File: config.mk
export PLATFORM = sky130hd
export DESIGN_NAME = asterix_record_splitter_flat
export DESIGN_NICKNAME = d
export VERILOG_FILES = /design/src/design/ars_pkg.sv /design/src/design/ars_stream_if.sv /design/src/design/ars_parser.sv /design/src/design/asterix_record_splitter.sv /design/src/flat_wrapper.sv
export VERILOG_INCLUDE_DIRS = /design/src /design/src/design
export SDC_FILE = /design/constraint.sdc
export NUM_CORES = 1
export LEC_CHECK = 0
export BUFFER_PORTS_ARGS = -buffer_cell sky130_fd_sc_hd__buf_2
export CAP_MARGIN = 20
export CELL_PAD_IN_SITES_DETAIL_PLACEMENT = 2
export CELL_PAD_IN_SITES_GLOBAL_PLACEMENT = 2
export CORE_ASPECT_RATIO = 0.75
export CORE_MARGIN = 1.5
export CORE_UTILIZATION = 25
export CTS_CLUSTER_DIAMETER = 150
export DETAILED_ROUTE_END_ITERATION = 12
export HOLD_SLACK_MARGIN = 0.12
export PLACE_DENSITY_LB_ADDON = 0.2
export SYNTH_ARGS = -nofsm -noshare
export SYNTH_HDL_FRONTEND = slang
export SYNTH_HIERARCHICAL = 1
export SYNTH_SLANG_ARGS = --single-unit
File: constraint.sdc
create_clock -name clk_i -period 7.2 [get_ports clk_i]
set_clock_uncertainty 0.1 [all_clocks]
set_input_delay 0.72 -clock clk_i [delete_from_list [all_inputs] [get_ports clk_i]]
set_output_delay 0.72 -clock clk_i [all_outputs]
set_load 0.03 [all_outputs]
File: src/design/asterix_record_splitter_macros.svh
// ----------------------------------------------------------------------------
// asterix_record_splitter_macros
// Assertion macros used by the top-level design file of the splitter.
// ----------------------------------------------------------------------------
`ifndef ASTERIX_RECORD_SPLITTER_MACROS_SVH
`define ASTERIX_RECORD_SPLITTER_MACROS_SVH
// Checks that an antecedent implies a consequent in the same cycle.
`define ARS_ASSERT_IMPLY(label, clk, rst_n, ante, cons) \
  label: assert property (@(posedge clk) disable iff (!rst_n) (ante) |-> (cons)) \
    else $error("assertion failed");
// Checks that an antecedent implies a consequent in the next cycle.
`define ARS_ASSERT_NEXT(label, clk, rst_n, ante, cons) \
  label: assert property (@(posedge clk) disable iff (!rst_n) (ante) |=> (cons)) \
    else $error("assertion failed");
`endif

File: src/design/ars_pkg.sv
// ----------------------------------------------------------------------------
// ars_pkg
// Types, constants and item tables of the record splitter.
// ----------------------------------------------------------------------------
package ars_pkg;

  localparam logic [7:0] CatA = 8'd34;
  localparam logic [7:0] CatB = 8'd48;
  localparam logic [4:0] NoItem = 5'd31;

  typedef enum logic [2:0] {
    PH_CAT   = 3'd0,
    PH_LENHI = 3'd1,
    PH_LENLO = 3'd2,
    PH_FSPEC = 3'd3,
    PH_ITEM  = 3'd4,
    PH_BODY  = 3'd5,
    PH_BAD   = 3'd6,
    PH_SPARE = 3'd7
  } phase_e;

  typedef enum logic [2:0] {
    K_FIXED    = 3'd0,
    K_EXTENDED = 3'd1,
    K_REPEAT   = 3'd2,
    K_EXPLICIT = 3'd3,
    K_COMPOUND = 3'd4
  } kind_e;

  typedef enum logic [1:0] {
    ROLE_HEADER = 2'd0,
    ROLE_RECORD = 2'd1,
    ROLE_IGNORED = 2'd2
  } role_e;

  typedef enum logic [2:0] {
    SS_HEAD   = 3'd0,
    SS_COUNT  = 3'd1,
    SS_EXT    = 3'd2,
    SS_REPB   = 3'd3
  } sub_e;

  typedef struct packed {
    logic [7:0]  data_byte;
    logic        payload_start;
  } in_t;

  typedef struct packed {
    logic [7:0]  byte_out;
    logic [1:0]  byte_role;
    logic        record_first;
    logic        record_last;
    logic [7:0]  block_cat;
    logic [15:0] record_bytes;
    logic        truncated;
  } out_t;

  typedef struct packed {
    kind_e      kind;
    logic [3:0] size;
  } item_info_t;

  function automatic item_info_t item_info(input logic is_a, input logic [4:0] it);
    item_info_t r;
    r.kind = K_FIXED;
    r.size = 4'd0;
    if (is_a) begin
      unique case (it)
        5'd0: r.size = 4'd2;
        5'd1: r.size = 4'd1;
        5'd2: r.size = 4'd3;
        5'd3: r.size = 4'd1;
        5'd4: r.size = 4'd2;
        5'd5, 5'd6: r.kind = K_COMPOUND;
        5'd7: begin r.kind = K_REPEAT; r.size = 4'd2; end
        5'd8: r.size = 4'd8;
        5'd9: r.size = 4'd1;
        5'd10: r.size = 4'd8;
        5'd11: r.size = 4'd2;
        default: r.kind = K_EXPLICIT;
      endcase
    end else begin
      unique case (it)
        5'd0: r.size = 4'd2;
        5'd1: r.size = 4'd3;
        5'd2: r.kind = K_EXTENDED;
        5'd3: r.size = 4'd4;
        5'd4: r.size = 4'd2;
        5'd5: r.size = 4'd2;
        5'd6: r.kind = K_COMPOUND;
        5'd7: r.size = 4'd3;
        5'd8: r.size = 4'd6;
        5'd9: begin r.kind = K_REPEAT; r.size = 4'd8; end
        5'd10: r.size = 4'd2;
        5'd11: r.size = 4'd4;
        5'd12: r.size = 4'd4;
        5'd13: r.kind = K_EXTENDED;
        5'd14: r.size = 4'd4;
        5'd15: r.kind = K_EXTENDED;
        5'd16: r.size = 4'd2;
        5'd17: r.size = 4'd4;
        5'd18: r.size = 4'd2;
        5'd19: r.kind = K_COMPOUND;
        5'd20: r.size = 4'd2;
        5'd21: r.size = 4'd7;
        5'd22: r.size = 4'd1;
        5'd23: r.size = 4'd2;
        5'd24: r.size = 4'd1;
        5'd25: r.size = 4'd2;
        default: r.kind = K_EXPLICIT;
      endcase
    end
    return r;
  endfunction

  // Lowest present item at or above from, below the category's limit.
  function automatic logic [4:0] next_item(input logic [27:0] present,
                                           input logic is_a, input logic [5:0] from);
    logic [4:0] k;
    logic       found;
    k = NoItem;
    found = 1'b0;
    for (int i = 0; i < 28; i++) begin
      if (!found && present[i] && (6'(i) >= from) && (!is_a || i < 14)) begin
        k = 5'(i);
        found = 1'b1;
      end
    end
    return k;
  endfunction

endpackage

File: src/design/ars_stream_if.sv
// ----------------------------------------------------------------------------
// ars_stream_if
// Valid/ready channels carrying an input byte or a tagged result byte.
// ----------------------------------------------------------------------------
interface ars_in_if;
  import ars_pkg::*;
  logic valid;
  logic ready;
  in_t  payload;
  modport source (output valid, output payload, input ready);
  modport sink   (input valid, input payload, output ready);
endinterface

interface ars_out_if;
  import ars_pkg::*;
  logic valid;
  logic ready;
  out_t payload;
  modport source (output valid, output payload, input ready);
  modport sink   (input valid, input payload, output ready);
endinterface

File: src/design/ars_parser.sv
// ----------------------------------------------------------------------------
// ars_parser
// Parse state and per-byte tagging; one byte a cycle when advanced.
// ----------------------------------------------------------------------------
module ars_parser import ars_pkg::*; (
  input  logic clk_i,
  input  logic rst_ni,
  input  logic step_i,
  input  in_t  in_i,
  output out_t res_o
);

  phase_e      phase_q, phase_d;
  logic [7:0]  cat_q, cat_d;
  logic [15:0] blk_q, blk_d;
  logic [27:0] pres_q, pres_d;
  logic [4:0]  item_q, item_d;
  logic [10:0] ibl_q, ibl_d;
  logic [2:0]  sub_q, sub_d;
  logic        pend_q, pend_d;
  logic [15:0] rc_q, rc_d;

  always_comb begin
    logic [7:0]  b;
    logic [15:0] len;
    logic        known, is_a, done, blk_end, item_done, last;
    logic [1:0]  idx;
    item_info_t  inf;
    logic [4:0]  it, nk;
    phase_e      ph;
    b = in_i.data_byte;
    phase_d = phase_q; cat_d = cat_q; blk_d = blk_q; pres_d = pres_q;
    item_d = item_q; ibl_d = ibl_q; sub_d = sub_q; pend_d = pend_q; rc_d = rc_q;
    res_o = '0;
    res_o.byte_out = b;
    done = 1'b0; item_done = 1'b0; last = 1'b0; blk_end = 1'b0;
    len = '0; idx = '0; it = '0; nk = '0; inf = '0;
    if (in_i.payload_start) begin
      phase_d = PH_CAT; blk_d = '0; pres_d = '0; item_d = '0; ibl_d = '0;
      sub_d = '0; pend_d = 1'b0; rc_d = '0;
    end
    ph = phase_d;
    known = (cat_d == CatA) || (cat_d == CatB);
    is_a = (cat_d == CatA);
    unique case (ph)
      PH_CAT: begin
        cat_d = b; phase_d = PH_LENHI;
      end
      PH_LENHI: begin
        blk_d = {b, 8'h00}; phase_d = PH_LENLO;
      end
      PH_LENLO: begin
        len = {blk_d[15:8], b};
        pres_d = '0; item_d = '0; ibl_d = '0; sub_d = '0; pend_d = 1'b0; rc_d = '0;
        if (len < 16'd3) begin
          blk_d = '0; phase_d = PH_BAD;
        end else if (len == 16'd3) begin
          blk_d = '0; phase_d = PH_CAT;
        end else begin
          blk_d = len - 16'd3; phase_d = PH_FSPEC;
        end
      end
      PH_FSPEC, PH_ITEM, PH_BODY: begin
        res_o.byte_role = ROLE_RECORD;
        res_o.record_first = (rc_d == '0);
        rc_d = rc_d + 16'd1;
        if (blk_d != '0) blk_d = blk_d - 16'd1;
        blk_end = (blk_d == '0);
        if (ph == PH_FSPEC) begin
          idx = sub_d[1:0];
          for (int j = 0; j < 7; j++) begin
            if (b[7-j]) pres_d[7*idx + j] = 1'b1;
          end
          if (b[0] && idx < 2'd3) begin
            sub_d = {1'b0, idx + 2'd1};
          end else begin
            sub_d = '0;
            if (known) begin
              nk = next_item(pres_d, is_a, 6'd0);
              if (nk == NoItem) done = 1'b1;
              else begin item_d = nk; phase_d = PH_ITEM; end
            end else begin
              phase_d = PH_BODY;
            end
          end
        end else if (ph == PH_ITEM) begin
          it = item_d;
          if (is_a && it > 5'd13) it = 5'd13;
          if (!is_a && it > 5'd27) it = 5'd27;
          inf = item_info(is_a, it);
          unique case (sub_d)
            SS_HEAD: begin
              pend_d = 1'b0; ibl_d = '0;
              unique case (inf.kind)
                K_FIXED: ibl_d = 11'(inf.size) - 11'd1;
                K_EXTENDED: if (b[0]) sub_d = SS_EXT; else item_done = 1'b1;
                K_REPEAT: ibl_d = 11'(b) * 11'(inf.size);
                K_EXPLICIT: ibl_d = (b > 8'd1) ? 11'(b - 8'd1) : 11'd0;
                default: begin
                  if (is_a && it == 5'd5)
                    ibl_d = 11'(b[7]) + 11'(b[4]) + 11'(b[3]) + {9'd0, b[2], 1'b0};
                  else if (is_a)
                    ibl_d = 11'($countones(b & 8'h9C));
                  else if (it == 5'd6)
                    ibl_d = 11'($countones(b & 8'hFE));
                  else begin
                    ibl_d = b[7] ? 11'd2 : 11'd0;
                    pend_d = b[6];
                  end
                end
              endcase
              if (sub_d == SS_HEAD && !item_done) begin
                if (ibl_d != '0) sub_d = SS_COUNT;
                else if (pend_d) sub_d = SS_REPB;
                else item_done = 1'b1;
              end
            end
            SS_COUNT: begin
              if (ibl_d != '0) ibl_d = ibl_d - 11'd1;
              if (ibl_d == '0) begin
                if (pend_d) sub_d = SS_REPB; else item_done = 1'b1;
              end
            end
            SS_EXT: if (!b[0]) item_done = 1'b1;
            default: begin
              pend_d = 1'b0;
              ibl_d = 11'(b) * 11'd6;
              if (ibl_d != '0) sub_d = SS_COUNT; else item_done = 1'b1;
            end
          endcase
          if (item_done) begin
            sub_d = '0; ibl_d = '0; pend_d = 1'b0;
            nk = next_item(pres_d, is_a, 6'(it) + 6'd1);
            if (nk == NoItem) done = 1'b1; else item_d = nk;
          end
        end
        if (known) begin
          last = done || blk_end;
          res_o.truncated = blk_end && !done;
        end else begin
          last = blk_end;
          res_o.truncated = blk_end && (phase_d == PH_FSPEC);
        end
        res_o.record_last = last;
        res_o.record_bytes = rc_d;
        if (last) begin
          pres_d = '0; item_d = '0; ibl_d = '0; sub_d = '0; pend_d = 1'b0; rc_d = '0;
          phase_d = blk_end ? PH_CAT : PH_FSPEC;
        end
      end
      default: res_o.byte_role = ROLE_IGNORED;
    endcase
    res_o.block_cat = cat_d;
  end

  always_ff @(posedge clk_i or negedge rst_ni) begin
    if (!rst_ni) begin
      phase_q <= PH_CAT; cat_q <= '0; blk_q <= '0; pres_q <= '0; item_q <= '0;
      ibl_q <= '0; sub_q <= '0; pend_q <= 1'b0; rc_q <= '0;
    end else if (step_i) begin
      phase_q <= phase_d; cat_q <= cat_d; blk_q <= blk_d; pres_q <= pres_d;
      item_q <= item_d; ibl_q <= ibl_d; sub_q <= sub_d; pend_q <= pend_d; rc_q <= rc_d;
    end
  end

endmodule

File: src/design/asterix_record_splitter.sv
// ----------------------------------------------------------------------------
// asterix_record_splitter
// Splits surveillance-data blocks into records and tags every byte.
// ----------------------------------------------------------------------------
// One result beat leaves for every input beat, valid in the cycle after the
// input beat is taken. The tags of a byte are worked out by short logic from
// the parse state registers and the incoming byte, and are loaded into the
// result register at the accepting edge, so a new beat is taken in every cycle
// as long as the result register is empty or is drained in the same cycle.
module asterix_record_splitter import ars_pkg::*; (
  input logic clk_i,
  input logic rst_ni,
  ars_in_if.sink    in_i,
  ars_out_if.source out_o
);
`include "asterix_record_splitter_macros.svh"

  out_t res;
  out_t out_q;
  logic out_valid_q;
  logic step;

  assign in_i.ready = !out_valid_q || out_o.ready;
  assign step = in_i.valid && in_i.ready;

  ars_parser u_parser (
    .clk_i  (clk_i),
    .rst_ni (rst_ni),
    .step_i (step),
    .in_i   (in_i.payload),
    .res_o  (res)
  );

  always_ff @(posedge clk_i or negedge rst_ni) begin
    if (!rst_ni) begin
      out_valid_q <= 1'b0;
    end else if (in_i.ready) begin
      out_valid_q <= in_i.valid;
    end
  end

  always_ff @(posedge clk_i) begin
    if (step) out_q <= res;
  end

  assign out_o.valid = out_valid_q;
  assign out_o.payload = out_q;

  `ARS_ASSERT_NEXT(a_one_result, clk_i, rst_ni, step, out_valid_q)
  `ARS_ASSERT_IMPLY(a_trunc_last, clk_i, rst_ni, out_valid_q && out_q.truncated,
    out_q.record_last)
  `ARS_ASSERT_IMPLY(a_header_quiet, clk_i, rst_ni,
    out_valid_q && out_q.byte_role != ROLE_RECORD, out_q.record_bytes == '0)

endmodule

File: src/flat_wrapper.sv
// flat-port wrapper written by rule: the top's interface ports become plain ports
module asterix_record_splitter_flat import ars_pkg::*;
  (clk_i, rst_ni, in_i_valid, in_i_payload, in_i_ready, out_o_valid, out_o_payload, out_o_ready);
  ars_in_if in_i_i ();
  ars_out_if out_o_i ();
  input logic clk_i;
  input logic rst_ni;
  input wire logic [$bits(in_i_i.valid)-1:0] in_i_valid;
  input wire logic [$bits(in_i_i.payload)-1:0] in_i_payload;
  output wire logic [$bits(in_i_i.ready)-1:0] in_i_ready;
  output wire logic [$bits(out_o_i.valid)-1:0] out_o_valid;
  output wire logic [$bits(out_o_i.payload)-1:0] out_o_payload;
  input wire logic [$bits(out_o_i.ready)-1:0] out_o_ready;
  assign in_i_i.valid = in_i_valid;
  assign in_i_i.payload = in_i_payload;
  assign in_i_ready = in_i_i.ready;
  assign out_o_valid = out_o_i.valid;
  assign out_o_payload = out_o_i.payload;
  assign out_o_i.ready = out_o_ready;
  asterix_record_splitter u_core (.clk_i(clk_i), .rst_ni(rst_ni), .in_i(in_i_i), .out_o(out_o_i));
endmodule
==> out/results.ini <==
[global_route]
grt_use_met3_pct = 4.88
grt_max_degree = 59
gr-usage-met1_pct = 37.7
busiest_layer = met1
first_global_vias = 15900
antenna_found_initial = 2
grt_usage_pct = 25.0
grt_pass1_wl_mm = 105
grt_util_met2_pct = 36.0
gr-total-overflow = 0

[clock_network]
cts_buffers = 17
clock_insertion_delay_worst_skew_ns = 0.47
max-clock-path-buffers = 2
clk_pin_slew_worst_paths_ns = 0.07
cts.htree.levels = 4
holdBufCountCts = 0
cts_tree = yes
cts.sinks = 129
clock-root-buffer = clkbuf_16

[yosys]
synth_flop_cell = dfrtp_1
yosys.cell_types.count = 101
synth_edf_count = 37
ys_ff_latch = 129
synthDominantCellAreaShare_pct = 16.9
yosys.area.top_type = dfrtp_1
synth_nets = 1876
syn_area_sq_um = 13600
yosysWarnings = 6
synthTopCellsByArea = dfrtp_1 (17%), edfxtp_1 (8.2%), nand2_1 (6.2%)
seq_area_frac_synth_pct = 25.1
synthCells = 1785
synth_area_per_cell_sq_um = 7.62
async_flop_share_pct = 71.3

[setup_path]
r2r_start = u_core/u_parser/cat_q[0]
critPathCaptureType = flop
slowest_stage = or4b_4
worstPathArrival_ns = 7.45
path_max_fanout = 24
cp_data_required_time_ns = 7.45
start_kind = flop
cp-startpoint = u_core/u_parser/cat_q[0]
worstSetupPathType = flop to flop
cp_slowest_stage_delay_ns = 0.57

[layout]
drive_above_1_share_pct = 17.9
area_growth_pct = 20.3
multi_input_area_sq_um = 9790
final_common_cell = nand2_1
fin_nets = 1974
final_cell_mix = nand2_1 (217), nor2_1 (169), buf_4 (134)
register_area_sq_um = 3410
nFillCells = 6215

[die]
start_util_pct = 25.5
row_count = 73
coreArea_sq_um = 53300
die-area_sq_um = 55800
pin_count = 52
die_x_microns = 272
dieHeight_microns = 205

[sta]
slew_headroom_pct = 34.2
fmax_mhz = 139
slew_violations = 0
rsz0062_at_grt = true
hold_ws_ns = 0.116
worst_slew_pin_slew_ns = 0.983
setup_ws_ns = -0.000782
layout_min_cycle_time_ns = 7.20
hold_viol = 0
min_period_over_period_pct = 100
finalSetupViolations = 1

[routing]
firstDrtPassIters = 5
via_count = 15300
drt-initial-drc-count = 1453
ant_nets = 0
route.detailed.drc = 0
avgRoutedWirePerCell_microns = 26.7
viasPerCell = 5.86
wl_mm = 69.8

[place]
portBuffers = 51
routabilityCongestion = 0.927
dp_slack_ns = -0.385
dpl.hpwl_mm = 53.5

[job]
drv_cap = 0

[worst_hold_path]
hp-class = primary input to async pin

[status]
status = complete, but fails checks
violations = setup timing

[power]
finalPower_uw = 3010
peakVddDrop_uv = 118
p_leak_uw = 0.00668
powerDensity_nw_per_um2 = 184

## through the flow
step	setup TNS (ns)	area, sq um	instances	util, %
2_1_floorplan	-13.23	13900	1785	-
3_3_place_gp	-9.31	15500	2566	29.1
3_5_place_dp	-16.70	15500	2567	29.1
4_1_cts	0	16200	2604	30.4
5_1_grt	-13.89	16400	2608	30.7
6_report	-0.000782	16400	2610	30.7
## final timing paths
path / cells past startpoint / to / slack [ns]
max in group asynchronous: 2 / u_core/u_parser/pres_q[10] / 5.60
max: 33 / u_core/u_parser/pres_q[17] / -0.0008
max reg2reg: 33 / u_core/u_parser/pres_q[17] / -0.0008
min reg2reg: 2 / u_core/u_parser/pres_q[25] / 0.38
min in group clk_i: 2 / u_core/out_o.valid / 0.35
min: 1 / u_core/u_parser/blk_q[5] / 0.12
## registers in the layout, summed over array words and instances, names as in the netlist
register,flops
u_core/u_parser/item_q,5
u_core/u_parser/phase_q,3
u_core/u_parser/pres_q,28
u_core/out_o.valid,1
u_core/u_parser/blk_q,16
u_core/u_parser/cat_q,8
u_core/u_parser/rc_q,16
u_core/out_o.payload,37
u_core/u_parser/ibl_q,11
u_core/u_parser/sub_q,3
u_core/u_parser/pend_q,1
## kinds of logic (layout without fill, tap and decap cells)
logic type,after synthesis,after routing,share of synthesized area [%]
other,0,2,0
buffers and inverters,184,295,5.52
xor gates and xnor gates,53,53,3.41
adders and majority gates,78,78,8.17
and+or+nand+nor,735,735,26.8
DFF,129,129,25.1
AOI/OAI and AO/OA,598,598,30.4
muxes,8,8,0.598
## worst max-delay path, delay by kind of cell (launching register included)
kind	cells	cell delay [ns]
and+or+nand+nor	11	2.38
AOI/OAI and AO/OA	13	2.16
adders and majority gates	4	1.38
buffers and inverters	5	0.64
DFF	1	0.39
## final cells by class
type	instances	area share (%)
Multi-Input combinational cell	1472	59.8
Timing Repair Buffer	196	8.92
Inverter	67	1.54
Antenna cell	2	0.0306
Tap cell	712	5.45
Clock inverter	14	0.696
Sequential cell	129	20.9
Clock buffer	18	2.68
## report_power, final
group / internal [uW] / switching, uW / total, uW
combinational: 413 / 801 / 1210
sequential: 824 / 94.3 / 918
clock: 459 / 421 / 881
## cells in the mapped netlist, types with 11 or more instances
master	instances
nand4_1	17
nor3_1	59
dfrtp_1	92
or3_1	17
nand2_1	224
o211ai_1	17
nor2b_1	39
a22oi_1	20
nor4_1	21
nor2_1	174
fa_1	18
xor2_1	17
a22o_1	32
a211oi_1	16
xnor2_1	36
inv_1	62
a21oi_1	106
nand3_1	48
o21ai_0	148
o21ai_1	11
a21o_1	14
nand2b_1	22
edfxtp_1	37
o21a_1	14
clkbuf_1	81
a221oi_1	17
and3_1	24
ha_1	60
and2_1	18
a31oi_1	27
or2_2	13
buf_2	18
## layer usage
metal	part of all wire [%]	routed length (microns)
met1	51	35600
met2	41	28900
met3	6.3	4400
met4	1.3	912
met5	0.033	23
## repair_timing
item,CTS,global route
gates resized for setup,24,29
cloned,0,1
pin swaps,13,16
endpoints found under the setup margin,68,68
buffers inserted,5,2
No activity file was read; power rests on OpenSTA's default activity.
